--- config.mk ---
export PLATFORM = sky130hd
export DESIGN_NAME = can_tp_reassembler
export DESIGN_NICKNAME = d
export VERILOG_FILES = /design/src/design/ctr_pkg.sv /design/src/design/ctr_front.sv /design/src/design/ctr_queue.sv /design/src/design/ctr_back.sv /design/src/design/can_tp_reassembler.sv
export SDC_FILE = /design/constraint.sdc
export NUM_CORES = 1
export LEC_CHECK = 0
export ABC_AREA = 1
export BUFFER_PORTS_ARGS = -buffer_cell sky130_fd_sc_hd__buf_2
export CELL_PAD_IN_SITES_DETAIL_PLACEMENT = 1
export CELL_PAD_IN_SITES_GLOBAL_PLACEMENT = 1
export CORE_AREA = 5 5 250 154
export DETAILED_ROUTE_END_ITERATION = 10
export DIE_AREA = 0 0 255 159
export GPL_ROUTABILITY_DRIVEN = 0
export GPL_TIMING_DRIVEN = 0
export PLACE_DENSITY = 0.9
export SYNTH_ARGS = -nofsm -noshare
export SYNTH_HDL_FRONTEND = slang
export SYNTH_HIERARCHICAL = 1
export SYNTH_SLANG_ARGS = --single-unit
--- constraint.sdc ---
create_clock -name aclk -period 5.5 [get_ports aclk]
set_input_delay 0.825 -clock aclk [delete_from_list [all_inputs] [get_ports aclk]]
set_output_delay 0.825 -clock aclk [all_outputs]
set_load 0.01 [all_outputs]
--- src/design/ctr_pkg.sv ---
// Shared types and constants for the CAN transport-protocol reassembler.
package ctr_pkg;

    // Frame classes decided by the front end from the type nibble.
    typedef enum logic [1:0] {
        KIND_SINGLE      = 2'd0,
        KIND_FIRST       = 2'd1,
        KIND_CONSECUTIVE = 2'd2,
        KIND_OTHER       = 2'd3
    } kind_t;

    // Result status codes.
    localparam logic [2:0] STATUS_IN_PROGRESS = 3'd0;
    localparam logic [2:0] STATUS_COMPLETE    = 3'd1;
    localparam logic [2:0] STATUS_BAD_TYPE    = 3'd2;
    localparam logic [2:0] STATUS_SEQ_ERROR   = 3'd3;
    localparam logic [2:0] STATUS_BAD_SINGLE  = 3'd4;

    // Type nibbles of the frame header byte.
    localparam logic [3:0] TYPE_SINGLE      = 4'h0;
    localparam logic [3:0] TYPE_FIRST       = 4'h1;
    localparam logic [3:0] TYPE_CONSECUTIVE = 4'h2;

    // Flow control frame constants.
    localparam logic [3:0]  FC_TYPE_NIBBLE = 4'h3;
    localparam logic [39:0] FC_PADDING     = 40'h55_5555_5555;

    // Frame and payload geometry.
    localparam int FRAME_BYTES   = 8;
    localparam int PAYLOAD_BYTES = 7;
    localparam logic [2:0] FF_PAYLOAD_MAX = 3'd6;

    // Register indexes on the configuration port.
    localparam logic [1:0] REG_FLOW_STATUS     = 2'd0;
    localparam logic [1:0] REG_BLOCK_SIZE      = 2'd1;
    localparam logic [1:0] REG_SEPARATION_TIME = 2'd2;

    // Register reset values.
    localparam logic [3:0] FLOW_STATUS_RESET     = 4'd0;
    localparam logic [7:0] BLOCK_SIZE_RESET      = 8'd8;
    localparam logic [7:0] SEPARATION_TIME_RESET = 8'd25;

    // One classified frame waiting between front and back.
    typedef struct packed {
        kind_t       kind;
        logic [63:0] frame;     // bytes beyond the frame length are zero
        logic [2:0]  data_len;  // frame length minus the header byte
    } entry_t;

    // Configuration seen by the back end.
    typedef struct packed {
        logic [3:0] flow_status;
        logic [7:0] block_size;
        logic [7:0] separation_time;
    } cfg_t;

    // One result beat.
    typedef struct packed {
        logic [2:0]  status;
        logic [55:0] payload;
        logic [2:0]  payload_count;
        logic [11:0] payload_offset;
        logic [11:0] message_length;
        logic        send_flow_control;
        logic [63:0] flow_frame;
    } result_t;

endpackage

--- src/design/ctr_front.sv ---
// Front end: clamps the frame length, zeroes unused bytes and classifies the frame.
module ctr_front (
    input  logic [3:0]     frame_len,
    input  logic [63:0]    frame_bytes,
    output ctr_pkg::entry_t entry
);

    logic [3:0]  len_clamped;
    logic [63:0] masked;
    logic [3:0]  type_nibble;

    // Lengths above eight count as eight.
    assign len_clamped = (frame_len > 4'd8) ? 4'd8 : frame_len;

    // Bytes past the frame length read as zero.
    always_comb begin
        masked = '0;
        for (int i = 0; i < ctr_pkg::FRAME_BYTES; i++) begin
            if (4'(i) < len_clamped) begin
                masked[63 - 8*i -: 8] = frame_bytes[63 - 8*i -: 8];
            end
        end
    end

    assign type_nibble = masked[63:60];

    // Classify by the type nibble of the header byte.
    always_comb begin
        entry.frame = masked;
        entry.data_len = (len_clamped == 4'd0) ? 3'd0 : 3'(len_clamped - 4'd1);
        unique case (type_nibble)
            ctr_pkg::TYPE_SINGLE:      entry.kind = ctr_pkg::KIND_SINGLE;
            ctr_pkg::TYPE_FIRST:       entry.kind = ctr_pkg::KIND_FIRST;
            ctr_pkg::TYPE_CONSECUTIVE: entry.kind = ctr_pkg::KIND_CONSECUTIVE;
            default:                   entry.kind = ctr_pkg::KIND_OTHER;
        endcase
    end

endmodule

--- src/design/ctr_queue.sv ---
// Two-entry queue that decouples the front end from the back end.
module ctr_queue (
    input  logic            aclk,
    input  logic            aresetn,
    input  logic            wr_valid,
    output logic            wr_ready,
    input  ctr_pkg::entry_t wr_entry,
    output logic            rd_valid,
    input  logic            rd_ready,
    output ctr_pkg::entry_t rd_entry
);

    ctr_pkg::entry_t entry_reg [2];
    logic       wr_ptr_reg, wr_ptr_next;
    logic       rd_ptr_reg, rd_ptr_next;
    logic [1:0] count_reg, count_next;
    logic       push, pop;

    assign wr_ready = (count_reg != 2'd2);
    assign rd_valid = (count_reg != 2'd0);
    assign rd_entry = entry_reg[rd_ptr_reg];
    assign push     = wr_valid && wr_ready;
    assign pop      = rd_valid && rd_ready;

    // Pointer and fill count update.
    always_comb begin
        wr_ptr_next = push ? ~wr_ptr_reg : wr_ptr_reg;
        rd_ptr_next = pop ? ~rd_ptr_reg : rd_ptr_reg;
        count_next  = count_reg + {1'b0, push} - {1'b0, pop};
    end

    always_ff @(posedge aclk) begin
        if (!aresetn) begin
            wr_ptr_reg <= 1'b0;
            rd_ptr_reg <= 1'b0;
            count_reg  <= 2'd0;
        end else begin
            wr_ptr_reg <= wr_ptr_next;
            rd_ptr_reg <= rd_ptr_next;
            count_reg  <= count_next;
        end
    end

    // Entry storage needs no reset.
    always_ff @(posedge aclk) begin
        if (push) begin
            entry_reg[wr_ptr_reg] <= wr_entry;
        end
    end

endmodule

--- src/design/ctr_back.sv ---
// Back end: reassembly state, result formation and the output register.
module ctr_back (
    input  logic             aclk,
    input  logic             aresetn,
    input  ctr_pkg::cfg_t    cfg,
    input  logic             in_valid,
    output logic             in_ready,
    input  ctr_pkg::entry_t  in_entry,
    output logic             out_valid,
    input  logic             out_ready,
    output ctr_pkg::result_t out_result
);

    logic             receiving_reg, receiving_next;
    logic [3:0]       exp_seq_reg, exp_seq_next;
    logic [11:0]      received_reg, received_next;
    logic [11:0]      total_reg, total_next;
    logic             out_valid_reg;
    ctr_pkg::result_t out_reg, out_next;
    logic             take;

    logic [7:0]  b0;
    logic [3:0]  lo;
    logic [11:0] tl;
    logic [2:0]  ff_count;
    logic [11:0] remaining;
    logic [2:0]  cf_count;
    logic [11:0] received_sum;
    logic [63:0] flow_word;

    // Keep the first count bytes of a 56-bit payload, zero the rest.
    function automatic logic [55:0] keep_bytes(input logic [55:0] p, input logic [2:0] count);
        logic [55:0] r;
        r = '0;
        for (int i = 0; i < ctr_pkg::PAYLOAD_BYTES; i++) begin
            if (3'(i) < count) begin
                r[55 - 8*i -: 8] = p[55 - 8*i -: 8];
            end
        end
        return r;
    endfunction

    // The output register can take a new result when empty or being drained.
    assign take      = in_valid && (!out_valid_reg || out_ready);
    assign in_ready  = !out_valid_reg || out_ready;
    assign out_valid = out_valid_reg;
    assign out_result = out_reg;

    // Header fields and length arithmetic.
    assign b0           = in_entry.frame[63:56];
    assign lo           = b0[3:0];
    assign tl           = {lo, in_entry.frame[55:48]};
    assign ff_count     = (tl < 12'd6) ? tl[2:0] : ctr_pkg::FF_PAYLOAD_MAX;
    assign remaining    = total_reg - received_reg;
    assign cf_count     = ({9'd0, in_entry.data_len} < remaining) ? in_entry.data_len
                                                                  : remaining[2:0];
    assign received_sum = received_reg + {9'd0, cf_count};
    assign flow_word    = {ctr_pkg::FC_TYPE_NIBBLE, cfg.flow_status, cfg.block_size,
                           cfg.separation_time, ctr_pkg::FC_PADDING};

    // Result and next state for the frame at the head of the queue.
    always_comb begin
        out_next       = '0;
        receiving_next = receiving_reg;
        exp_seq_next   = exp_seq_reg;
        received_next  = received_reg;
        total_next     = total_reg;
        if (!receiving_reg) begin
            case (in_entry.kind)
                ctr_pkg::KIND_SINGLE: begin
                    if (lo[3]) begin
                        out_next.status = ctr_pkg::STATUS_BAD_SINGLE;
                    end else begin
                        out_next.status         = ctr_pkg::STATUS_COMPLETE;
                        out_next.payload        = keep_bytes(in_entry.frame[55:0], lo[2:0]);
                        out_next.payload_count  = lo[2:0];
                        out_next.message_length = {9'd0, lo[2:0]};
                    end
                end
                ctr_pkg::KIND_FIRST: begin
                    out_next.payload           = keep_bytes({in_entry.frame[47:0], 8'h00},
                                                            ff_count);
                    out_next.payload_count     = ff_count;
                    out_next.message_length    = tl;
                    out_next.send_flow_control = 1'b1;
                    out_next.flow_frame        = flow_word;
                    if (tl <= 12'd6) begin
                        out_next.status = ctr_pkg::STATUS_COMPLETE;
                    end else begin
                        out_next.status = ctr_pkg::STATUS_IN_PROGRESS;
                        receiving_next  = 1'b1;
                        exp_seq_next    = 4'd1;
                        received_next   = 12'd6;
                        total_next      = tl;
                    end
                end
                default: begin
                    out_next.status = ctr_pkg::STATUS_BAD_TYPE;
                end
            endcase
        end else begin
            if (in_entry.kind != ctr_pkg::KIND_CONSECUTIVE) begin
                out_next.status = ctr_pkg::STATUS_BAD_TYPE;
                receiving_next  = 1'b0;
            end else if (lo != exp_seq_reg) begin
                out_next.status = ctr_pkg::STATUS_SEQ_ERROR;
                receiving_next  = 1'b0;
            end else begin
                out_next.payload        = keep_bytes(in_entry.frame[55:0], cf_count);
                out_next.payload_count  = cf_count;
                out_next.payload_offset = received_reg;
                out_next.message_length = total_reg;
                received_next           = received_sum;
                exp_seq_next            = exp_seq_reg + 4'd1;
                if (received_sum >= total_reg) begin
                    out_next.status = ctr_pkg::STATUS_COMPLETE;
                    receiving_next  = 1'b0;
                end else begin
                    out_next.status = ctr_pkg::STATUS_IN_PROGRESS;
                end
            end
            // Leaving the receive state restores the idle values.
            if (!receiving_next) begin
                exp_seq_next  = 4'd1;
                received_next = 12'd0;
                total_next    = 12'd0;
            end
        end
    end

    // Reassembly state and output valid.
    always_ff @(posedge aclk) begin
        if (!aresetn) begin
            receiving_reg <= 1'b0;
            exp_seq_reg   <= 4'd1;
            received_reg  <= 12'd0;
            total_reg     <= 12'd0;
            out_valid_reg <= 1'b0;
        end else begin
            if (take) begin
                receiving_reg <= receiving_next;
                exp_seq_reg   <= exp_seq_next;
                received_reg  <= received_next;
                total_reg     <= total_next;
            end
            if (take) begin
                out_valid_reg <= 1'b1;
            end else if (out_ready) begin
                out_valid_reg <= 1'b0;
            end
        end
    end

    // Result payload register.
    always_ff @(posedge aclk) begin
        if (take) begin
            out_reg <= out_next;
        end
    end

`ifndef SYNTHESIS
    // While idle the counters sit at their idle values.
    a_idle_values: assert property (@(posedge aclk) disable iff (!aresetn)
        !receiving_reg |-> (exp_seq_reg == 4'd1) && (received_reg == 12'd0)
                           && (total_reg == 12'd0))
        else $error("idle state counters not cleared");

    // While receiving, fewer bytes have arrived than the message holds.
    a_recv_bound: assert property (@(posedge aclk) disable iff (!aresetn)
        receiving_reg |-> (received_reg < total_reg))
        else $error("receive count reached message length while receiving");

    // Any result other than in progress leaves the block idle.
    a_end_idle: assert property (@(posedge aclk) disable iff (!aresetn)
        (take && (out_next.status != ctr_pkg::STATUS_IN_PROGRESS)) |=> !receiving_reg)
        else $error("still receiving after a final result");
`endif

endmodule

--- src/design/can_tp_reassembler.sv ---
// Top level: stream ports, configuration registers, front end, queue and back end.
// A frame accepted on the input is written into the queue, and its result beat is
// registered in the back end's output register when the queue entry is taken.
// Throughput: one frame per cycle while m_tready is high; the two-entry queue and the
// output register let the input take two more frames while one result waits on m_tready.
// Reset: synchronous active-low aresetn empties the queue, clears the output valid
// and the reassembly state, and restores the register defaults.
module can_tp_reassembler (
    input  logic         aclk,
    input  logic         aresetn,
    // Input beat.
    input  logic         s_tvalid,
    output logic         s_tready,
    input  logic [71:0]  s_tdata,  // frame_len[3:0], frame_bytes[67:4], zero fill
    // Result beat.
    output logic         m_tvalid,
    input  logic         m_tready,
    output logic [151:0] m_tdata,  // payload[55:0], payload_count[58:56],
                                   // payload_offset[70:59], message_length[82:71],
                                   // send_flow_control[83], flow_frame[147:84], zero fill
    output logic [2:0]   m_tuser,  // status[2:0]
    // Configuration port.
    input  logic         psel,
    input  logic         penable,
    input  logic         pwrite,
    input  logic [3:0]   paddr,
    input  logic [31:0]  pwdata,
    output logic [31:0]  prdata,
    output logic         pready
);

    logic [3:0] flow_status_reg;
    logic [7:0] block_size_reg;
    logic [7:0] separation_time_reg;
    logic       cfg_write;

    ctr_pkg::cfg_t    cfg;
    ctr_pkg::entry_t  front_entry;
    ctr_pkg::entry_t  q_entry;
    logic             q_valid;
    logic             q_ready;
    ctr_pkg::result_t result;

    // Configuration registers.
    assign pready    = 1'b1;
    assign cfg_write = psel && penable && pwrite && pready;

    always_ff @(posedge aclk) begin
        if (!aresetn) begin
            flow_status_reg     <= ctr_pkg::FLOW_STATUS_RESET;
            block_size_reg      <= ctr_pkg::BLOCK_SIZE_RESET;
            separation_time_reg <= ctr_pkg::SEPARATION_TIME_RESET;
        end else if (cfg_write) begin
            unique case (paddr[3:2])
                ctr_pkg::REG_FLOW_STATUS:     flow_status_reg     <= pwdata[3:0];
                ctr_pkg::REG_BLOCK_SIZE:      block_size_reg      <= pwdata[7:0];
                ctr_pkg::REG_SEPARATION_TIME: separation_time_reg <= pwdata[7:0];
                default: ;
            endcase
        end
    end

    // Register read back.
    always_comb begin
        unique case (paddr[3:2])
            ctr_pkg::REG_FLOW_STATUS:     prdata = {28'd0, flow_status_reg};
            ctr_pkg::REG_BLOCK_SIZE:      prdata = {24'd0, block_size_reg};
            ctr_pkg::REG_SEPARATION_TIME: prdata = {24'd0, separation_time_reg};
            default:                      prdata = 32'd0;
        endcase
    end

    assign cfg.flow_status     = flow_status_reg;
    assign cfg.block_size      = block_size_reg;
    assign cfg.separation_time = separation_time_reg;

    // Front end classification.
    ctr_front u_front (
        .frame_len   (s_tdata[3:0]),
        .frame_bytes (s_tdata[67:4]),
        .entry       (front_entry)
    );

    // Queue between front and back.
    ctr_queue u_queue (
        .aclk     (aclk),
        .aresetn  (aresetn),
        .wr_valid (s_tvalid),
        .wr_ready (s_tready),
        .wr_entry (front_entry),
        .rd_valid (q_valid),
        .rd_ready (q_ready),
        .rd_entry (q_entry)
    );

    // Back end reassembly.
    ctr_back u_back (
        .aclk       (aclk),
        .aresetn    (aresetn),
        .cfg        (cfg),
        .in_valid   (q_valid),
        .in_ready   (q_ready),
        .in_entry   (q_entry),
        .out_valid  (m_tvalid),
        .out_ready  (m_tready),
        .out_result (result)
    );

    // Result packing.
    assign m_tuser = result.status;
    assign m_tdata = {4'd0, result.flow_frame, result.send_flow_control,
                      result.message_length, result.payload_offset,
                      result.payload_count, result.payload};

endmodule
==> impl_metrics.json <==
{
  "core-area_um2": 35900,
  "p_int_mw": 6.13,
  "seqPwrFrac_pct": 32.8,
  "cap_violations": 0,
  "layout_min_cycle_time_ps": 5930,
  "crit_end": "u_back/total_reg[0]",
  "ctsHoldBuffers": 0,
  "hpwl_um": 37900,
  "avgSynthCellArea_um2": 9.86,
  "wl_per_cell_um": 24.0,
  "fin_total_pwr_mw": 10.7,
  "setup_ws_ps": -431,
  "ys_warn_count": 6,
  "slowest_stage": "ha_1",
  "drt_pass1_iterations": 5,
  "slew_violations": 0,
  "switching_share_pct": 42.7,
  "vias": 13167,
  "final_cells": 2342,
  "cts_root_buffer": "clkbuf_16",
  "finalClockSkew_ps": 27.5,
  "place_ws_ps": -750,
  "rsz0062_at_grt": "yes",
  "top_usage_layer": "met2",
  "hold_viol": 0,
  "hold_start": "pwdata[4]",
  "max_stage_delay_ps": 500,
  "gr-usage-met2_pct": 40.7,
  "die_y_um": 159,
  "num_rows": 54,
  "power_leakage_nw": 8.14,
  "gr-usage-met3_pct": 5.55,
  "worstSetupStartpoint": "u_back/received_reg[5]",
  "grt_pass1_vias": 13567,
  "grt_pass1_wl_um": 78700,
  "fp.dieW_um": 255,
  "drt_iter0_drc": 1705,
  "drc_errors": 0,
  "dieArea_um2": 40500,
  "clock_path_buffers": 3,
  "port_buffers": 223,
  "fillers": 4077,
  "max_slew_margin_pct": 32.2,
  "cts_num_sinks": 292,
  "cts_made_buffers": 29,
  "cts_tree": "yes",
  "final_util_pct": 51.6,
  "syn_to_final_growth_pct": 24.1,
  "arrival_ps": 6420,
  "htree_num_levels": 1,
  "crit_type": "reg2reg",
  "wirelength_um": 56200,
  "pwr-share-comb_pct": 47.9,
  "grt_max_degree": 66,
  "clock_latency_ps": 580,
  "via_per_inst": 5.62,
  "start_util_pct": 41.6,
  "cp_max_fo": 7,
  "path_common_cell": "nand2_1",
  "ff2ff_path_depth": 32,
  "status": "finished with violations",
  "largest_reg_flops": 130,
  "grt_usage_pct": 24.8,
  "endpoint_kind": "register",
  "antenna_found_initial": 0,
  "p_sw_mw": 4.57,
  "io_pins": 305,
  "drive_above_1_share_pct": 31.6,
  "finalSetupTns_ps": -9390,
  "crit_required_ps": 5990,
  "n_antenna_cell": 0,
  "r2r-start": "u_back/received_reg[5]",
  "synth_cells": 1516,
  "timing.rr.end": "u_back/total_reg[0]",
  "netlist_area_um2": 15000,
  "max_freq_mhz": 169,
  "grt-ovfl-total": 0,
  "tightest_slew_ps": 1020,
  "min_period_over_period_pct": 108,
  "nNetsFinal": 1993,
  "r2r_slack_ps": -430,
  "clkSlewWorstSetupHoldPaths_ps": 70,
  "hold_class": "in2reg",
  "use_met1_pct": 32.8,
  "detail-route-antenna-nets": 0,
  "clkPwrFrac_pct": 19.4,
  "placed_cells": 2266,
  "ir_drop_uv": 317,
  "setup_violations": 30,
  "worst_setup_path_start_kind": "register",
  "p_per_area_nw_per_um2": 577,
  "violations": "setup timing"
}
==> power groups by stage <==
stage	logic [mW]	registers, mW	clock network [mW]
floorplan	2.56	3.69	0
global placement	4.04	3.53	0
detailed placement	4.37	3.51	0
CTS	4.65	3.48	2.08
global route	5.42	3.54	2.20
finish	5.12	3.50	2.07
==> stage by stage <==
| stage | cell area, µm² | hold WS, ps |
|---|---|---|
| global route | 18500 | 499 |
| finish | 18500 | 494 |
| floorplan | 15100 | 451 |
| detailed placement | 16900 | 476 |
| global placement | 16800 | 466 |
| CTS | 18300 | 478 |
==> timing repair <==
| item | in CTS | in global routing |
|---|---|---|
| cloned | 2 | 0 |
| endpoints found under the setup margin | 30 | 30 |
| buffers inserted | 13 | 8 |
| pin swaps | 33 | 37 |
| gates resized for setup | 75 | 47 |
==> worst max-delay path: cells and delay by family, from the launching register on <==
kind	cells	cell delay [ps]
XOR/XNOR	1	170
AND/OR/NAND/NOR	17	2410
buffers and inverters	5	560
adder cells (fa/ha/maj)	4	1330
flip-flops	1	430
AO/OA/AOI/OAI	5	910
==> cells in the final DEF, fill, tap and decap left out, drive strengths merged, types with 33 or more instances in the layout <==
master	instances
inv	223
a21oi	41
dfxtp	55
nor2	184
o21ai	78
mux2	65
buf	347
nand2	261
clkbuf	61
nand3	87
edfxtp	237
ha	33
conb	51
==> routing by layer <==
metal	vias up	wire length (µm)
met4	0	2540
met1	6448	21500
met2	895	26500
met3	210	5650
met5	-	0
li1	5614	-
==> layout make-up <==
class / count / area, µm² / area share [%]
Tap cell: 476 / 596 / 3.21
Multi-Input combinational cell: 930 / 5630 / 30.4
Clock inverter: 12 / 116 / 0.627
Timing Repair Buffer: 248 / 1410 / 7.59
Sequential cell: 292 / 8220 / 44.3
Buffer: 118 / 853 / 4.60
Clock buffer: 42 / 856 / 4.61
Inverter: 224 / 860 / 4.63
==> worst min path at each step <==
stage                                  end  slack [ps]  depth (start not counted)
floorplan           separation_time_reg[0]         450                          2
global placement    separation_time_reg[0]         470                          2
detailed placement  separation_time_reg[4]         480                          2
CTS                 separation_time_reg[0]         480                          3
global route        separation_time_reg[4]         500                          3
finish              separation_time_reg[4]         490                          3
(Power assumes the default switching activity.)
